## src/hw/rtl/pmbc_pkg.sv

```systemverilog
`timescale 1ns / 1ps

package pmbc_pkg;

  // Word width of the checksum, the modulus and the stored residues.
  localparam int WordW = 32;

  // Widest operand that goes through the serial reducer: residue plus
  // byte times weight needs 32 + 8 + 1 bits.
  localparam int AccW = WordW + 8 + 1;

  // Bit counter wide enough to hold the longest operand length.
  localparam int CntW = $clog2(AccW + 1);

  typedef logic [WordW-1:0] word_t;
  typedef logic [AccW-1:0]  acc_t;
  typedef logic [CntW-1:0]  cnt_t;

  // Operand lengths in bits for the three reductions.
  localparam cnt_t LenSum = cnt_t'(WordW + 1);
  localparam cnt_t LenWgt = cnt_t'(WordW + 8);
  localparam cnt_t LenMac = cnt_t'(AccW);

  // Which register a finished reduction lands in.
  typedef logic [1:0] op_t;
  localparam op_t OP_RES = 2'd0;
  localparam op_t OP_WGT = 2'd1;
  localparam op_t OP_CHK = 2'd2;

  // Request kinds on the input channel.
  localparam logic REQ_BYTE  = 1'b0;
  localparam logic REQ_MERGE = 1'b1;

  // Modulus after reset: 2^32 - 5.
  localparam word_t ResetModulus = 32'hFFFF_FFFB;

endpackage

```

## src/hw/rtl/prime_modulus_byte_checksum_top.sv

```systemverilog
`timescale 1ns / 1ps

// Channel   Dir  Handshake          Payload
// s_*       in   s_tvalid/s_tready  tdata: data_byte, merge_word; tuser: req_type;
//                                   tlast: last_byte
// m_*       out  m_tvalid/m_tready  tdata: checksum_out
// cfg_*     in   cfg_we             cfg_wdata: prime_modulus
//
// All sums are reduced by one serial restoring reducer, one bit per cycle.
// A merge transaction runs one reduction, a buffer byte two (residue then
// weight), and the last byte of a buffer two (residue then checksum).
// rst is synchronous; it restores the modulus, clears the checksum and the
// residue and sets the byte weight to one. A stalled output holds its
// transaction; the next input is taken meanwhile and waits before commit.

module prime_modulus_byte_checksum_top (
  input  logic                clk,
  input  logic                rst,
  input  logic                s_tvalid,
  output logic                s_tready,
  input  logic [39:0]         s_tdata,   // [7:0] data_byte, [39:8] merge_word
  input  logic                s_tuser,   // [0] req_type
  input  logic                s_tlast,
  output logic                m_tvalid,
  input  logic                m_tready,
  output pmbc_pkg::word_t     m_tdata,   // [31:0] checksum_out
  input  logic                cfg_we,
  input  pmbc_pkg::word_t     cfg_wdata
);

  import pmbc_pkg::*;

  localparam logic [1:0] ST_IDLE = 2'd0;
  localparam logic [1:0] ST_RUN  = 2'd1;
  localparam logic [1:0] ST_NEXT = 2'd2;
  localparam logic [1:0] ST_DONE = 2'd3;

  logic [1:0] state;
  op_t        op;
  cnt_t       cnt;
  acc_t       opnd;
  word_t      rem;
  logic       is_last;
  logic       is_merge;
  word_t      pm;
  word_t      chk;
  word_t      res;
  word_t      wgt;

  logic [WordW:0]   pm_ext;
  logic [WordW:0]   trial;
  logic [WordW:0]   step_val;
  word_t            step_rem;
  logic [WordW+7:0] mac_prod;
  acc_t             mac_sum;
  logic [WordW:0]   mrg_sum;
  logic [WordW:0]   fin_sum;
  logic             in_fire;
  logic             out_free;

  // A zero modulus stands for 2^32.
  assign pm_ext = {pm == '0, pm};

  // One restoring step: shift in the next operand bit, subtract if it fits.
  assign trial    = {rem, opnd[AccW-1]};
  assign step_val = (trial >= pm_ext) ? (trial - pm_ext) : trial;
  assign step_rem = step_val[WordW-1:0];

  // Operand builders for the three reductions.
  assign mac_prod = s_tdata[7:0] * wgt;
  assign mac_sum  = AccW'(mac_prod) + AccW'(res);
  assign mrg_sum  = {1'b0, chk} + {1'b0, s_tdata[39:8]};
  assign fin_sum  = {1'b0, chk} + {1'b0, res};

  assign s_tready = (state == ST_IDLE);
  assign in_fire  = s_tvalid && s_tready;
  assign out_free = !m_tvalid || m_tready;

  // Configuration register.
  always_ff @(posedge clk) begin
    if (rst) begin
      pm <= ResetModulus;
    end else if (cfg_we) begin
      pm <= cfg_wdata;
    end
  end

  // Sequencer and the shared reducer.
  always_ff @(posedge clk) begin
    if (rst) begin
      state <= ST_IDLE;
      chk   <= '0;
      res   <= '0;
      wgt   <= word_t'(1);
    end else begin
      unique case (state)
        ST_IDLE: begin
          if (in_fire) begin
            rem      <= '0;
            is_last  <= s_tlast;
            is_merge <= (s_tuser == REQ_MERGE);
            state    <= ST_RUN;
            if (s_tuser == REQ_MERGE) begin
              op   <= OP_CHK;
              opnd <= {mrg_sum, 8'b0};
              cnt  <= LenSum;
            end else begin
              op   <= OP_RES;
              opnd <= mac_sum;
              cnt  <= LenMac;
            end
          end
        end
        ST_RUN: begin
          rem  <= step_rem;
          opnd <= {opnd[AccW-2:0], 1'b0};
          cnt  <= cnt - cnt_t'(1);
          if (cnt == cnt_t'(1)) begin
            case (op)
              OP_RES:  res <= step_rem;
              OP_WGT:  wgt <= step_rem;
              default: chk <= step_rem;
            endcase
            state <= ST_NEXT;
          end
        end
        ST_NEXT: begin
          unique case (op)
            OP_RES: begin
              rem   <= '0;
              state <= ST_RUN;
              if (is_last) begin
                op   <= OP_CHK;
                opnd <= {fin_sum, 8'b0};
                cnt  <= LenSum;
              end else begin
                op   <= OP_WGT;
                opnd <= {wgt, 9'b0};
                cnt  <= LenWgt;
              end
            end
            OP_WGT: begin
              state <= ST_DONE;
            end
            default: begin
              // The end of a buffer starts the next one afresh.
              if (!is_merge) begin
                res <= '0;
                wgt <= word_t'(1);
              end
              state <= ST_DONE;
            end
          endcase
        end
        default: begin
          if (out_free) begin
            state <= ST_IDLE;
          end
        end
      endcase
    end
  end

  // Output register.
  always_ff @(posedge clk) begin
    if (rst) begin
      m_tvalid <= 1'b0;
    end else if (state == ST_DONE && out_free) begin
      m_tvalid <= 1'b1;
      m_tdata  <= chk;
    end else if (m_tready) begin
      m_tvalid <= 1'b0;
    end
  end

  // The partial remainder never reaches the modulus while reducing.
  a_rem_below_mod: assert property (@(posedge clk) disable iff (rst)
    state == ST_RUN |-> {1'b0, rem} < pm_ext)
    else $error("partial remainder not below modulus");

  // A checksum that was just reduced is below the modulus at commit.
  a_chk_reduced: assert property (@(posedge clk) disable iff (rst)
    (state == ST_DONE && op == OP_CHK) |-> {1'b0, chk} < pm_ext)
    else $error("checksum not reduced at commit");

  // An accepted transaction starts the reducer at once.
  a_accept_runs: assert property (@(posedge clk) disable iff (rst)
    in_fire |=> state == ST_RUN)
    else $error("accepted transaction did not start the reducer");

  // A new result appears only from the commit state.
  a_out_from_done: assert property (@(posedge clk) disable iff (rst)
    $rose(m_tvalid) |-> $past(state) == ST_DONE)
    else $error("result raised outside commit");

endmodule

```

## config.mk

```make
export PLATFORM = sky130hd
export DESIGN_NAME = prime_modulus_byte_checksum_top
export DESIGN_NICKNAME = d
export VERILOG_FILES = /design/src/hw/rtl/pmbc_pkg.sv /design/src/hw/rtl/prime_modulus_byte_checksum_top.sv
export SDC_FILE = /design/constraint.sdc
export NUM_CORES = 1
export LEC_CHECK = 0
export BUFFER_PORTS_ARGS = -buffer_cell sky130_fd_sc_hd__buf_2
export CORE_AREA = 2 2 224 226
export DETAILED_ROUTE_END_ITERATION = 12
export DIE_AREA = 0 0 226 228
export PLACE_DENSITY = 0.69
export REMOVE_ABC_BUFFERS = 1
export SYNTH_ARGS = -nofsm -noshare
export SYNTH_HDL_FRONTEND = slang
export SYNTH_SLANG_ARGS = --single-unit
export TNS_END_PERCENT = 100
```

## constraint.sdc

```tcl
create_clock -name clk -period 9.01 [get_ports clk]
set_input_delay 0 -clock clk [delete_from_list [all_inputs] [get_ports clk]]
set_output_delay 0 -clock clk [all_outputs]
set_load 0.005 [all_outputs]
```

==> run summary <==
residual DRC count = 0
FF+latch count, synth = 246
Crit Path Category = register to register
flop-to-flop setup slack = 3.13 ns
Area contributors post-synth = fa_1 18%, edfxtp_1 14%, dfxtp_1 11%
max-slew violations = 0
CTS clk-pin slew, worst paths = 0.07 ns
CTS root buffer = clkbuf_16
Initial DRC Count = 1327
WP data required = 9.27 ns
Port Buf Inserts = 112
RSZ-0062 raised after global routing = no
EDFF count, synth = 115
worst-case hold path end point = m_tvalid
maxcap violations = 0
hpwl dp = 53180 um
via count = 19820
critical path's top delay family = adder cells
Pwr Density = 163.7 nW/um2
Critical Path AT = 6.14 ns
Setup WS post-layout = 3.127 ns
slew of the pin with the lowest slew margin = 1.134 ns
WL final = 67490 um
Buf/Inv on CP = 3
CP Capture Type = register
final non-filler cell total = 3471
CTS tree = done
worst-path cell chain = nand2_1, fa_1, fa_1, inv_1, fa_1, inv_1, fa_1, inv_1, ha_1, a21o_1, a221oi_2, o21ai_2, a31oi_4, o21ai_1, a211oi_2, o21ai_1, a221oi_2, xor2_1, a221oi_1
fin area = 26420 um2
post-synth cell types = 97
Final Skew = 0.01759 ns
VDD IR max = 166.7 uV
setup bufs post-CTS = 0
1st-pass router iterations = 5
# nets final = 3239
Die Ht = 228 um
cts repair resizes = 0
Commonest cells post-synth = 337 x inv_1, 301 x nand2_1, 215 x fa_1
FMAX = 170.0 MHz
Final Hold Fails = 0
hold path cells = 3
vias per std cell = 5.710
FILL cells = 4508
leading area contributor after synthesis = fa_1
Max-slew headroom = 24.39%
Pleak = 12.32 nW
H-tree depth = 1
Critical Path Start Type = register
Routed Antenna Nets = 0
initial core utilization = 49.04%
HP Class = input pin to register
Reg-to-Reg End = opnd[33]
clk sink count = 246
pre-CTS setup slack = 3.168 ns
initial antenna violation count = 1
clock buffer count from CTS = 26
CORE AREA = 49350 um2
Boundary Pins = 113
Area after DPL = 25110 um2
period utilization = 65.30%
Clk Latency, worst-skew pair = 0.56 ns
slowest stage delay, CP = 0.55 ns
Seq/Total Area, Yosys = 25.10%
Post-Syn Area = 24200 um2
Setup violations, final = 0
area grow syn2layout = 9.151%
minimum clock period after layout = 5.883 ns
gpl congestion = 0.9518
num rows = 82
Synth Warn # = 0
Die Wd = 226 um
worst r2r src = wgt[2]
Post-synth top flop = dfxtp_1
first-pass GRT wire length = 108700 um
most used cell, CP = fa_1
Mean Syn Cell Area = 8.826 um2
setup TNS = 0 ns
largest net degree at the start of global routing = 80
post-DR wirelength/cell = 19.44 um
Synth top area share = 17.78%
DP Cell Count = 3386
top-count cell post-synth = inv_1
Longest Clk Path Bufs = 3
slowest CP cell = fa_1
ys async rst share = 0%
layout cells sized above 1 = 8.363%
Die Area = 51530 um2
global route overflow = 0
Total GRT Usage = 26.54%
outcome = finished clean
Hold Crit Start = rst
cells after synthesis = 2742
vias in the first global route = 19840
Final Core Density = 53.53%
CP Max Fanout = 10
worst reg-to-reg path cell count = 19
-- sequential cells by signal, summed over array words and instances, names as in the netlist --
register	flops
opnd	41
chk	32
m_tdata	32
pm	32
rem	32
res	32
wgt	32
cnt	6
op	2
state	2
is_last	1
is_merge	1
m_tvalid	1
-- where the power goes --
part	switching (mW)	total, mW	internal, mW
sequential	0.100	1.53	1.43
combinational	1.05	1.60	0.558
clock	0.473	1.19	0.721
-- layer usage --
metal,GRT usage [%],vias to the layer above,part of all wire (%)
met5,0,-,0
met4,6.892,0,2.5
met3,2.177,88,5.9
met2,43.16,659,47
met1,38.16,9730,45
li1,-,9343,-
-- stage by stage --
stage	total power, mW	hold WS (ns)
finish	4.326	0.06495
global route	4.542	0.08183
CTS	4.316	0.05409
detailed placement	3.107	0.1941
global placement	3.077	0.1958
floorplan	2.616	0.06907
-- placed cells by master, fill, tap and decap left out, types with 11 or more instances in the layout --
master         count
a211oi_1          44
a21o_1            71
a21oi_1          150
a221oi_1          27
a31oi_1           14
and2_1           194
and3_1            16
buf_2            112
buf_4             16
clkbuf_16         26
dfxtp_1          131
dlygate4sd3_1     36
edfxtp_1         115
fa_1             215
ha_1             166
inv_1            337
mux2i_1           11
nand2_1          301
nand2b_1          14
nand3_1           62
nand4_1           20
nor2_1           155
nor2b_1           21
nor3_1            20
o211ai_1          40
o21a_1            23
o21ai_0           62
o21ai_1           61
o21bai_1          19
o31ai_1           11
xnor2_1           68
xor2_1            50
-- final cells by class --
cell class                 instances  area (um2)  share of cell area, %
timing repair buffer             164        1041                  3.941
multi-input combinational       2002       16250                  61.50
inverter                         338        1269                  4.803
tap                              672       840.8                  3.183
sequential                       246        6076                  23.00
antenna                            1       2.502               0.009473
clock buffer                      33       696.9                  2.638
clock inverter                    15       244.0                 0.9236
-- how the worst max path moves through the flow --
| stage | slack (ns) | cells after the start | from | to |
|---|---|---|---|---|
| 3_5_place_dp | 3.17 | 19 | wgt[2] | opnd[33] |
| 4_1_cts | 3.14 | 19 | wgt[2] | opnd[33] |
| 3_3_place_gp | 3.22 | 19 | wgt[2] | opnd[33] |
| 2_1_floorplan | -0.12 | 4 | state[0] | cnt[0] |
| 5_1_grt | 2.85 | 19 | wgt[1] | opnd[33] |
| 6_report | 3.13 | 19 | wgt[2] | opnd[33] |
-- timing repair --
item,CTS,global route
hold buffers,36,0
endpoints found under the hold margin,39,0
setup endpoints to repair,0,0
-- cells by family (layout without fill, tap and decap cells) --
logic type / Yosys count / after routing / synth area share [%]
DFF: 246 / 246 / 25.10
xor gates and xnor gates: 118 / 118 / 4.270
buffers and inverters: 494 / 550 / 7.853
AOI/OAI and AO/OA: 625 / 625 / 17.71
and+or+nand+nor: 849 / 849 / 17.03
other: 0 / 1 / 0
muxes: 28 / 28 / 1.613
adders and majority gates: 382 / 382 / 26.42
-- tightest hold or removal path: stages --
cell    delay [ns]
buf_2         0.09
buf_4         0.32
nor2_1        0.17
(Power assumes the default switching activity.)
